<file path="config.mk">
export PLATFORM = sky130hd
export DESIGN_NAME = row_by_row_maze_generator_flat
export DESIGN_NICKNAME = d
export VERILOG_FILES = /design/src/sv/rbm_pkg.sv /design/src/sv/rbm_ifs.sv /design/src/sv/row_by_row_maze_generator.sv /design/src/sv/rbm_ctrl.sv /design/src/sv/rbm_dp.sv /design/src/flat_wrapper.sv
export SDC_FILE = /design/constraint.sdc
export NUM_CORES = 2
export LEC_CHECK = 0
export ABC_CLOCK_PERIOD_IN_PS = 12000
export BUFFER_PORTS_ARGS = -buffer_cell sky130_fd_sc_hd__buf_2
export CAP_MARGIN = 20
export CORE_ASPECT_RATIO = 1.5
export CORE_UTILIZATION = 25
export DETAILED_ROUTE_END_ITERATION = 8
export GPL_ROUTABILITY_DRIVEN = 0
export GPL_TIMING_DRIVEN = 0
export MAX_ROUTING_LAYER = met4
export PLACE_DENSITY = 0.38
export SYNTH_ARGS = -nofsm -noshare
export SYNTH_HDL_FRONTEND = slang
export SYNTH_HIERARCHICAL = 1
export SYNTH_SLANG_ARGS = --single-unit
export TNS_END_PERCENT = 50
</file>
<file path="constraint.sdc">
create_clock -name i_clk -period 12 [get_ports i_clk]
set_input_delay 2.4 -clock i_clk [delete_from_list [all_inputs] [get_ports i_clk]]
set_output_delay 2.4 -clock i_clk [all_outputs]
set_load 0.05 [all_outputs]
</file>
<file path="src/sv/rbm_pkg.sv">
package rbm_pkg;

    localparam int LABEL_W   = 10;
    localparam int ROW_W     = 5;
    localparam int COL_W     = 5;
    localparam int SIZE_W    = 6;
    localparam int CFG_IDX_W = 2;

    localparam logic [CFG_IDX_W-1:0] REG_ROWS = 2'd0;
    localparam logic [CFG_IDX_W-1:0] REG_COLS = 2'd1;

    localparam logic [SIZE_W-1:0] ROWS_RESET = 6'd10;
    localparam logic [SIZE_W-1:0] COLS_RESET = 6'd10;
    localparam logic [SIZE_W-1:0] SIZE_MIN   = 6'd2;

    // Commands from the controller to the datapath.
    typedef struct packed {
        logic accept;      // cell beat taken: capture coins and do the right-wall merge
        logic cell_down;   // decide the down wall; post the cell result, or hold it in the last row
        logic row_end;     // relabel the next row
        logic close_step;  // one closing union of the last row
        logic emit;        // post one held result of the last row
        logic restart;     // back to the top-left cell with fresh labels
    } t_dp_cmd;

    // Status from the datapath to the controller.
    typedef struct packed {
        logic last_col;
        logic bottom_row;
        logic close_done;
        logic emit_last;
        logic out_free;
    } t_dp_sts;

endpackage

</file>
<file path="src/sv/rbm_ifs.sv">
interface rbm_cell_if;
    logic valid;
    logic ready;
    logic right_coin;
    logic down_coin;

    modport source (output valid, output right_coin, output down_coin, input ready);
    modport sink (input valid, input right_coin, input down_coin, output ready);
endinterface

interface rbm_wall_if;
    logic                       valid;
    logic                       ready;
    logic [rbm_pkg::ROW_W-1:0]  cell_row;
    logic [rbm_pkg::COL_W-1:0]  cell_col;
    logic                       right_wall;
    logic                       floor_wall;
    logic                       last_of_run;

    modport source (output valid, output cell_row, output cell_col, output right_wall,
                    output floor_wall, output last_of_run, input ready);
    modport sink (input valid, input cell_row, input cell_col, input right_wall,
                  input floor_wall, input last_of_run, output ready);
endinterface

interface rbm_cfg_if;
    logic                          valid;
    logic                          ready;
    logic [rbm_pkg::CFG_IDX_W-1:0] index;
    logic [rbm_pkg::SIZE_W-1:0]    data;

    modport source (output valid, output index, output data, input ready);
    modport sink (input valid, input index, input data, output ready);
endinterface

</file>
<file path="src/sv/row_by_row_maze_generator.sv">
// Row-by-row maze generator. Cells arrive on i_cell in raster order, one beat
// per cell, each beat carrying a right coin and a down coin. Walls leave on
// o_wall, one beat per reported cell, with its row, column and walls.
// i_cfg writes the row count (index 0) or column count (index 1); a write
// restarts generation at the top-left cell. It is always ready.
// Outside the last row a cell goes through IDLE, which accepts it and does the
// right-wall union across the label row, then DOWN, which counts open cells of
// its set and posts the result. The last column of a row adds a relabel state.
// Cells of the last row post nothing until the row's final cell; then the
// cols-1 closing unions run, one union per cycle through the shared compare
// row, and the held row leaves as cols beats, the last one marked.
// A result sits in an output register, so a stalled receiver only holds the
// block once a second result is ready to post. Reset sets both sizes to 10
// and clears labels, walls and counters at once; no clearing pass is needed.
module row_by_row_maze_generator #(
    parameter int MAX_ROWS = 32,
    parameter int MAX_COLS = 32
) (
    input  logic  i_clk,
    input  logic  i_rst_n,
    rbm_cell_if.sink   i_cell,
    rbm_wall_if.source o_wall,
    rbm_cfg_if.sink    i_cfg
);

    rbm_pkg::t_dp_cmd cmd;
    rbm_pkg::t_dp_sts sts;

    // The user must write configuration only while the block is idle; the block itself does not enforce it.
    assign i_cfg.ready = 1'b1;

    rbm_ctrl u_ctrl (
        .i_clk      (i_clk),
        .i_rst_n    (i_rst_n),
        .i_in_valid (i_cell.valid),
        .o_in_ready (i_cell.ready),
        .i_sts      (sts),
        .o_cmd      (cmd)
    );

    rbm_dp #(
        .MAX_ROWS (MAX_ROWS),
        .MAX_COLS (MAX_COLS)
    ) u_dp (
        .i_clk         (i_clk),
        .i_rst_n       (i_rst_n),
        .i_cmd         (cmd),
        .o_sts         (sts),
        .i_right_coin  (i_cell.right_coin),
        .i_down_coin   (i_cell.down_coin),
        .i_cfg_we      (i_cfg.valid),
        .i_cfg_index   (i_cfg.index),
        .i_cfg_data    (i_cfg.data),
        .o_out_valid   (o_wall.valid),
        .i_out_ready   (o_wall.ready),
        .o_cell_row    (o_wall.cell_row),
        .o_cell_col    (o_wall.cell_col),
        .o_right_wall  (o_wall.right_wall),
        .o_floor_wall  (o_wall.floor_wall),
        .o_last_of_run (o_wall.last_of_run)
    );

endmodule

</file>
<file path="src/sv/rbm_ctrl.sv">
module rbm_ctrl (
    input  logic              i_clk,
    input  logic              i_rst_n,
    input  logic              i_in_valid,
    output logic              o_in_ready,
    input  rbm_pkg::t_dp_sts  i_sts,
    output rbm_pkg::t_dp_cmd  o_cmd
);

    typedef enum logic [2:0] {
        ST_IDLE,
        ST_DOWN,
        ST_ROW_END,
        ST_CLOSE,
        ST_EMIT
    } t_state;

    t_state r_state;
    t_state n_state;

    always_comb begin
        n_state    = r_state;
        o_cmd      = '0;
        o_in_ready = 1'b0;
        case (r_state)
            ST_IDLE: begin
                o_in_ready = 1'b1;
                if (i_in_valid) begin
                    o_cmd.accept = 1'b1;
                    n_state      = ST_DOWN;
                end
            end
            ST_DOWN: begin
                // The last row posts nothing yet, so it never waits on the output.
                if (i_sts.bottom_row || i_sts.out_free) begin
                    o_cmd.cell_down = 1'b1;
                    if (!i_sts.last_col) begin
                        n_state = ST_IDLE;
                    end else if (!i_sts.bottom_row) begin
                        n_state = ST_ROW_END;
                    end else begin
                        n_state = ST_CLOSE;
                    end
                end
            end
            ST_ROW_END: begin
                o_cmd.row_end = 1'b1;
                n_state       = ST_IDLE;
            end
            ST_CLOSE: begin
                o_cmd.close_step = 1'b1;
                if (i_sts.close_done) begin
                    n_state = ST_EMIT;
                end
            end
            ST_EMIT: begin
                if (i_sts.out_free) begin
                    o_cmd.emit = 1'b1;
                    if (i_sts.emit_last) begin
                        o_cmd.restart = 1'b1;
                        n_state       = ST_IDLE;
                    end
                end
            end
            default: begin
                n_state = ST_IDLE;
            end
        endcase
    end

    always_ff @(posedge i_clk) begin
        if (!i_rst_n) begin
            r_state <= ST_IDLE;
        end else begin
            r_state <= n_state;
        end
    end

endmodule

</file>
<file path="src/sv/rbm_dp.sv">
module rbm_dp #(
    parameter int MAX_ROWS = 32,
    parameter int MAX_COLS = 32
) (
    input  logic                          i_clk,
    input  logic                          i_rst_n,
    input  rbm_pkg::t_dp_cmd              i_cmd,
    output rbm_pkg::t_dp_sts              o_sts,
    input  logic                          i_right_coin,
    input  logic                          i_down_coin,
    input  logic                          i_cfg_we,
    input  logic [rbm_pkg::CFG_IDX_W-1:0] i_cfg_index,
    input  logic [rbm_pkg::SIZE_W-1:0]    i_cfg_data,
    output logic                          o_out_valid,
    input  logic                          i_out_ready,
    output logic [rbm_pkg::ROW_W-1:0]     o_cell_row,
    output logic [rbm_pkg::COL_W-1:0]     o_cell_col,
    output logic                          o_right_wall,
    output logic                          o_floor_wall,
    output logic                          o_last_of_run
);

    localparam int CW = (MAX_COLS > 1) ? $clog2(MAX_COLS) : 1;
    localparam int LW = rbm_pkg::LABEL_W;
    localparam int SW = rbm_pkg::SIZE_W;

    function automatic logic [SW-1:0] clamp_size(input logic [SW-1:0] v,
                                                 input logic [SW-1:0] hi);
        logic [SW-1:0] res;
        if (v < rbm_pkg::SIZE_MIN) begin
            res = rbm_pkg::SIZE_MIN;
        end else if (v > hi) begin
            res = hi;
        end else begin
            res = v;
        end
        return res;
    endfunction

    logic [SW-1:0] r_rows;
    logic [SW-1:0] r_cols;

    logic [LW-1:0] r_labels [MAX_COLS];
    logic [LW-1:0] n_labels [MAX_COLS];
    logic [MAX_COLS-1:0] r_dw;
    logic [MAX_COLS-1:0] n_dw;
    logic [MAX_COLS-1:0] r_lrrw;

    logic [rbm_pkg::ROW_W-1:0] r_row;
    logic [rbm_pkg::COL_W-1:0] r_col;
    logic [rbm_pkg::COL_W-1:0] r_k;
    logic [LW-1:0]             r_base;
    logic                      r_rw;
    logic                      r_dcoin;

    logic [SW-1:0]       nrows;
    logic [SW-1:0]       ncols;
    logic [MAX_COLS-1:0] active;
    logic [CW-1:0]       idx;
    logic [CW:0]         idx1_w;
    logic [CW-1:0]       idx1;
    logic [LW-1:0]       la;
    logic [LW-1:0]       lb;
    logic                merge_do;
    logic [MAX_COLS-1:0] open_m;
    logic                open_two;
    logic                dw_c_next;
    logic [LW-1:0]       n_base;
    logic                cfg_restart;
    logic                restart;
    logic                out_load;

    assign nrows = clamp_size(r_rows, SW'(MAX_ROWS));
    assign ncols = clamp_size(r_cols, SW'(MAX_COLS));

    assign o_sts.last_col   = ({1'b0, r_col} == ncols - 6'd1);
    assign o_sts.bottom_row = ({1'b0, r_row} == nrows - 6'd1);
    assign o_sts.close_done = ({1'b0, r_k} == ncols - 6'd2);
    assign o_sts.emit_last  = ({1'b0, r_k} == ncols - 6'd1);
    assign o_sts.out_free   = !o_out_valid || i_out_ready;

    assign cfg_restart = i_cfg_we &&
                         (i_cfg_index == rbm_pkg::REG_ROWS || i_cfg_index == rbm_pkg::REG_COLS);
    assign restart     = cfg_restart || i_cmd.restart;

    // The shared union port: the cell's own column, or the closing pointer.
    assign idx    = i_cmd.close_step ? r_k[CW-1:0] : r_col[CW-1:0];
    assign idx1_w = {1'b0, idx} + 1'b1;
    assign idx1   = (idx1_w < (CW+1)'(MAX_COLS)) ? idx1_w[CW-1:0] : '0;
    assign la     = r_labels[idx];
    assign lb     = r_labels[idx1];

    assign merge_do = (i_cmd.accept && !o_sts.last_col && !i_right_coin && la != lb) ||
                      i_cmd.close_step;

    // At least two open cells share the label of this column.
    always_comb begin
        for (int k = 0; k < MAX_COLS; k++) begin
            open_m[k] = active[k] && (r_labels[k] == la) && !r_dw[k];
        end
    end
    assign open_two  = |(open_m & (open_m - 1'b1));
    assign dw_c_next = r_dw[idx] || (r_dcoin && open_two);

    assign n_base = r_base + LW'(ncols);

    always_comb begin
        for (int k = 0; k < MAX_COLS; k++) begin
            active[k]   = (SW'(k) < ncols);
            n_labels[k] = r_labels[k];
            n_dw[k]     = r_dw[k];
            if (restart) begin
                n_labels[k] = LW'(k);
                n_dw[k]     = 1'b0;
            end else if (merge_do) begin
                if (active[k] && r_labels[k] == lb) begin
                    n_labels[k] = la;
                end
            end else if (i_cmd.cell_down) begin
                if (CW'(k) == idx) begin
                    n_dw[k] = dw_c_next;
                end
            end else if (i_cmd.row_end) begin
                if (active[k] && r_dw[k]) begin
                    n_labels[k] = n_base + LW'(k);
                end
                n_dw[k] = 1'b0;
            end
        end
    end

    always_ff @(posedge i_clk) begin
        if (!i_rst_n) begin
            r_rows <= rbm_pkg::ROWS_RESET;
            r_cols <= rbm_pkg::COLS_RESET;
            for (int k = 0; k < MAX_COLS; k++) begin
                r_labels[k] <= LW'(k);
            end
            r_dw   <= '0;
            r_row  <= '0;
            r_col  <= '0;
            r_k    <= '0;
            r_base <= '0;
        end else begin
            if (i_cfg_we && i_cfg_index == rbm_pkg::REG_ROWS) begin
                r_rows <= i_cfg_data;
            end
            if (i_cfg_we && i_cfg_index == rbm_pkg::REG_COLS) begin
                r_cols <= i_cfg_data;
            end
            r_labels <= n_labels;
            r_dw     <= n_dw;
            if (restart) begin
                r_row  <= '0;
                r_col  <= '0;
                r_k    <= '0;
                r_base <= '0;
            end else if (i_cmd.cell_down) begin
                if (!o_sts.last_col) begin
                    r_col <= r_col + 1'b1;
                end else begin
                    r_k <= '0;
                end
            end else if (i_cmd.row_end) begin
                r_row  <= r_row + 1'b1;
                r_col  <= '0;
                r_base <= n_base;
            end else if (i_cmd.close_step) begin
                r_k <= o_sts.close_done ? '0 : r_k + 1'b1;
            end else if (i_cmd.emit) begin
                r_k <= r_k + 1'b1;
            end
        end
    end

    // The down coin and the right-wall decision of the cell at work.
    always_ff @(posedge i_clk) begin
        if (i_cmd.accept) begin
            r_rw    <= !o_sts.last_col && (i_right_coin || la == lb);
            r_dcoin <= i_down_coin;
        end
    end

    // Right walls of the last row; each entry is written before it is read.
    always_ff @(posedge i_clk) begin
        if (i_cmd.cell_down && o_sts.bottom_row) begin
            r_lrrw[idx] <= r_rw;
        end else if (i_cmd.close_step && la != lb) begin
            r_lrrw[idx] <= 1'b0;
        end
    end

    assign out_load = (i_cmd.cell_down && !o_sts.bottom_row) || i_cmd.emit;

    always_ff @(posedge i_clk) begin
        if (!i_rst_n) begin
            o_out_valid <= 1'b0;
        end else if (out_load) begin
            o_out_valid <= 1'b1;
        end else if (i_out_ready) begin
            o_out_valid <= 1'b0;
        end
    end

    always_ff @(posedge i_clk) begin
        if (out_load) begin
            o_cell_row <= r_row;
            if (i_cmd.emit) begin
                o_cell_col    <= r_k;
                o_right_wall  <= r_lrrw[r_k[CW-1:0]];
                o_floor_wall  <= 1'b1;
                o_last_of_run <= o_sts.emit_last;
            end else begin
                o_cell_col    <= r_col;
                o_right_wall  <= r_rw;
                o_floor_wall  <= dw_c_next;
                o_last_of_run <= 1'b1;
            end
        end
    end

endmodule

</file>
<file path="src/flat_wrapper.sv">
// flat-port wrapper written by rule: the top's interface ports become plain ports
module row_by_row_maze_generator_flat 
#(
    parameter int MAX_ROWS = 32,
    parameter int MAX_COLS = 32
)
  (i_clk, i_rst_n, i_cell_valid, i_cell_right_coin, i_cell_down_coin, i_cell_ready, o_wall_valid, o_wall_cell_row, o_wall_cell_col, o_wall_right_wall, o_wall_floor_wall, o_wall_last_of_run, o_wall_ready, i_cfg_valid, i_cfg_index, i_cfg_data, i_cfg_ready);
  rbm_cell_if i_cell_i ();
  rbm_wall_if o_wall_i ();
  rbm_cfg_if i_cfg_i ();
  input  logic i_clk;
  input  logic i_rst_n;
  input wire logic [$bits(i_cell_i.valid)-1:0] i_cell_valid;
  input wire logic [$bits(i_cell_i.right_coin)-1:0] i_cell_right_coin;
  input wire logic [$bits(i_cell_i.down_coin)-1:0] i_cell_down_coin;
  output wire logic [$bits(i_cell_i.ready)-1:0] i_cell_ready;
  output wire logic [$bits(o_wall_i.valid)-1:0] o_wall_valid;
  output wire logic [$bits(o_wall_i.cell_row)-1:0] o_wall_cell_row;
  output wire logic [$bits(o_wall_i.cell_col)-1:0] o_wall_cell_col;
  output wire logic [$bits(o_wall_i.right_wall)-1:0] o_wall_right_wall;
  output wire logic [$bits(o_wall_i.floor_wall)-1:0] o_wall_floor_wall;
  output wire logic [$bits(o_wall_i.last_of_run)-1:0] o_wall_last_of_run;
  input wire logic [$bits(o_wall_i.ready)-1:0] o_wall_ready;
  input wire logic [$bits(i_cfg_i.valid)-1:0] i_cfg_valid;
  input wire logic [$bits(i_cfg_i.index)-1:0] i_cfg_index;
  input wire logic [$bits(i_cfg_i.data)-1:0] i_cfg_data;
  output wire logic [$bits(i_cfg_i.ready)-1:0] i_cfg_ready;
  assign i_cell_i.valid = i_cell_valid;
  assign i_cell_i.right_coin = i_cell_right_coin;
  assign i_cell_i.down_coin = i_cell_down_coin;
  assign i_cell_ready = i_cell_i.ready;
  assign o_wall_valid = o_wall_i.valid;
  assign o_wall_cell_row = o_wall_i.cell_row;
  assign o_wall_cell_col = o_wall_i.cell_col;
  assign o_wall_right_wall = o_wall_i.right_wall;
  assign o_wall_floor_wall = o_wall_i.floor_wall;
  assign o_wall_last_of_run = o_wall_i.last_of_run;
  assign o_wall_i.ready = o_wall_ready;
  assign i_cfg_i.valid = i_cfg_valid;
  assign i_cfg_i.index = i_cfg_index;
  assign i_cfg_i.data = i_cfg_data;
  assign i_cfg_ready = i_cfg_i.ready;
  row_by_row_maze_generator #(.MAX_ROWS(MAX_ROWS), .MAX_COLS(MAX_COLS)) u_core (.i_clk(i_clk), .i_rst_n(i_rst_n), .i_cell(i_cell_i), .o_wall(o_wall_i), .i_cfg(i_cfg_i));
endmodule
</file>
==> results by group <==
Synthesis
  • Post-synthesis async set-or-reset flop share: 0%
  • Post-synth EDFFs: 47
  • Yosys Warn Count: 6
  • Synth area leaders: dfxtp_1, xnor2_1, mux2i_1
  • Synth top area share: 21.61%
  • Biggest area consumer among synthesized cells: dfxtp_1
  • Number of different library cells in the post-synthesis netlist: 89
  • Synthesized area per cell: 8.114 um^2
  • Number of nets produced by synthesis: 4545
  • Most used DFF post-synth: dfxtp_1
  • Syn Inst Count: 4487
  • Part of the Yosys area used for sequential elements: 25.49%
  • Summed instance area of the synthesized netlist: 36410 um^2
  • FF+latch count, synth: 440

Drt
  • Average wire length per cell after detail routing: 46.44 um
  • First-iteration detailed-routing DRC count: 7276
  • Antenna-violating nets left: 0
  • Total number of vias: 41950
  • Vias per inst: 6.284
  • Final routed DRC violation total: 10
  • 1st-pass router iterations: 9
  • Total wire length: 310.0 mm

CTS
  • Number of clock buffers inserted by TritonCTS: 50
  • Clock-pin slew of the registers on the worst-case setup and hold paths: 0.06 ns
  • Quantity of hold-fixing buffers added after cts: 0
  • Clock tree from TritonCTS: yes
  • Clock insertion delay at the later pin of the skew report: 0.73 ns
  • Root buffer cell: clkbuf_16
  • H-tree levels: 2
  • # clock sinks: 440
  • Clock Tree Buf Depth: 3

Finish
  • # fillers: 15960
  • Share of cells above drive strength 1: 12.46%
  • Relative area change from synthesis to final layout: 15.93%
  • Footprint of the multi-input gates: 25300 um^2
  • Final Util: 29.18%
  • Non-Filler Instances: 6676
  • Storage element area: 9279 um^2
  • Fin nets: 4725

Floorplanning
  • Starting density of the core: 25.17%
  • Number of top-level pins: 31
  • Core area: 144600 um^2
  • Total Die Area: 147200 um^2
  • Die width: 313.6 um
  • Die height: 469.4 um
  • Row cnt: 171

STA
  • Max Clock Freq: 80.84 MHz
  • # setup viols final: 54
  • Minimum clock period after layout: 12.37 ns
  • Setup TNS: -8.219 ns
  • Worst-margin pin slew: 1.394 ns
  • Final Hold Vio Count: 0
  • Final count of pins violating max slew: 0
  • Unrepaired setup endpoints after global routing: false
  • PnR worst setup slack: -0.3695 ns
  • Ratio of final minimum period to clock period: 103.1%
  • Worst setup skew after layout: 0.04015 ns
  • Max-slew headroom: 7.049%

Global routing
  • First-pass GRT wire length: 401.9 mm
  • Largest net degree at the start of global routing: 20
  • Number of global-route vias before repair: 38650
  • Total global routing track utilization: 43.09%
  • Antenna violations before repair: 44
  • Total congestion overflow after global routing: 0

Worst setup path
  • Class of the most critical setup path: register to register
  • Crit path DAT: 12.93 ns
  • Launching element type of the critical path: register
  • Crit path max fanout: 11
  • Critical path required time: 12.56 ns
  • Critical-path top delay cell: clkdlybuf4s15_1
  • Largest delay share family, worst path: buffers and inverters
  • Count of buffering cells on the critical path with inverters included: 13
  • Setup crit end kind: register
  • Largest incremental delay on the critical path: 0.84 ns
  • CP most frequent cell: buf_2

Power
  • VDD IR max: 0.1038 mV
  • Power Dens Cells: 102.4 nW/um^2
  • Power Total: 0.004322 W
  • Pleak: 15.90 nW

Status
  • Failing checks: design-rule violations, negative setup slack
  • Result of the run: finished with violations

Place
  • Total instance count after detailed placement: 6479
  • Total half-perimeter wirelength after legalization and detailed placement: 229.5 mm
  • Number of port buffers: 28

Job
  • Number of max-cap violations: 0

Min path
  • Min-delay worst type: register to register
kinds of logic after synthesis:
kind of cell	after synthesis	synth area share [%]
flip-flops	440	25.49
multiplexers	438	15.26
other	1	0.01030
XOR/XNOR	804	19.34
buffers and inverters	428	5.530
adder cells (fa/ha/maj)	45	1.553
AND/OR/NAND/NOR	1629	20.41
AO/OA/AOI/OAI	702	12.41
registers in the layout, summed over array words and instances (netlist names):
| signal | flops |
|---|---|
| u_core/u_dp/r_labels | 320 |
| u_core/u_dp/r_lrrw | 32 |
| u_core/u_dp/r_k | 5 |
| u_core/u_dp/r_dcoin | 1 |
| u_core/u_dp/o_right_wall | 1 |
| u_core/u_dp/o_floor_wall | 1 |
| u_core/u_dp/r_dw | 32 |
| u_core/u_dp/r_rw | 1 |
| u_core/u_dp/o_cell_row | 5 |
| u_core/u_dp/o_cell_col | 5 |
| u_core/u_dp/r_rows | 6 |
| u_core/u_dp/o_last_of_run | 1 |
| u_core/u_ctrl/r_state | 3 |
| u_core/u_dp/r_row | 5 |
| u_core/u_dp/r_cols | 6 |
| u_core/u_dp/o_out_valid | 1 |
| u_core/u_dp/r_base | 10 |
| u_core/u_dp/r_col | 5 |
worst min-delay path, delay by kind of cell, from the launching register on:
| family | cells | cell delay, ns |
|---|---|---|
| flip-flops | 1 | 0.31 |
| AO/OA/AOI/OAI | 1 | 0.05 |
| AND/OR/NAND/NOR | 1 | 0.05 |
layout by cell type (no fill, tap or decap), types with 98 or more instances in the layout:
cell type	n
mux2i_1	332
xnor2_1	507
buf_2	168
o21ai_0	162
xor2_1	293
dfxtp_1	393
clkbuf_1	163
nand2_1	613
nor2_1	374
nand4_1	98
nand3_1	235
a21oi_1	198
final cells by class:
cell class	instances	area share, %
inverter	66	0.5989
sequential	440	21.99
timing repair buffer	129	3.255
buffer	361	4.225
multi-input combinational	3619	59.94
clock buffer	68	3.323
tap	1903	5.642
clock inverter	21	0.6226
antenna	69	0.4091
stage by stage:
step	area, um^2	hold WS [ns]	setup slack (ns)
global route	42170	0.4882	0.07258
CTS	41470	0.4696	0.06328
global placement	38930	0.4518	-3.532
finish	42200	0.4657	-0.3695
floorplan	36410	0.4406	5.668
detailed placement	39800	0.4599	-0.6349
layer usage:
| layer | part of all wire, % | up-vias | track usage (%) |
|---|---|---|---|
| li1 | - | 16190 | - |
| met4 | 14 | 0 | 47.16 |
| met1 | 32 | 20070 | 40.21 |
| met3 | 12 | 1930 | 21.64 |
| met2 | 42 | 3762 | 60.77 |
| met5 | 0 | - | - |
repair_timing:
action,in CTS,in global routing
setup buffers,0,4
gates resized for setup,1,19
hold endpoints to repair,0,0
gates cloned,0,0
endpoints found under the setup margin,183,282
power breakdown:
| part | leakage, nW | switching (W) | total (W) | internal [W] |
|---|---|---|---|---|
| combinational | 11.5 | 0.000877 | 0.00115 | 0.000271 |
| clock | 0.821 | 0.000760 | 0.00167 | 0.000911 |
| sequential | 3.59 | 0.0000112 | 0.00150 | 0.00149 |
path summary, 6_finish.rpt:
check | from | endpoint | slack [ns] | cells after the start
setup / recovery | u_core/u_ctrl/r_state[2] | u_core/u_dp/r_labels[103] | -0.37 | 28
hold / removal | u_core/u_dp/r_base[5] | u_core/u_dp/r_base[5] | 0.47 | 2
setup reg to reg | u_core/u_ctrl/r_state[2] | u_core/u_dp/r_labels[103] | -0.37 | 28
hold reg to reg | u_core/u_dp/r_base[5] | u_core/u_dp/r_base[5] | 0.47 | 2
synth_stat cells (23+ instances only):
master / n
nand4_1: 98
a41o_1: 33
nor3_1: 82
ha_1: 42
clkbuf_1: 170
mux4_2: 91
buf_2: 131
buf_4: 28
a211o_1: 23
xnor2_1: 510
mux2i_1: 333
nor4_1: 87
nand3_1: 235
a21oi_1: 215
xor2_1: 294
edfxtp_1: 47
dfxtp_1: 393
o21ai_0: 169
nor2_1: 375
nand2_1: 613
inv_1: 62
a211oi_1: 53
nor2b_1: 33
a31oi_1: 53
a311oi_1: 26
Note: power is estimated with default switching activity, not from simulation.
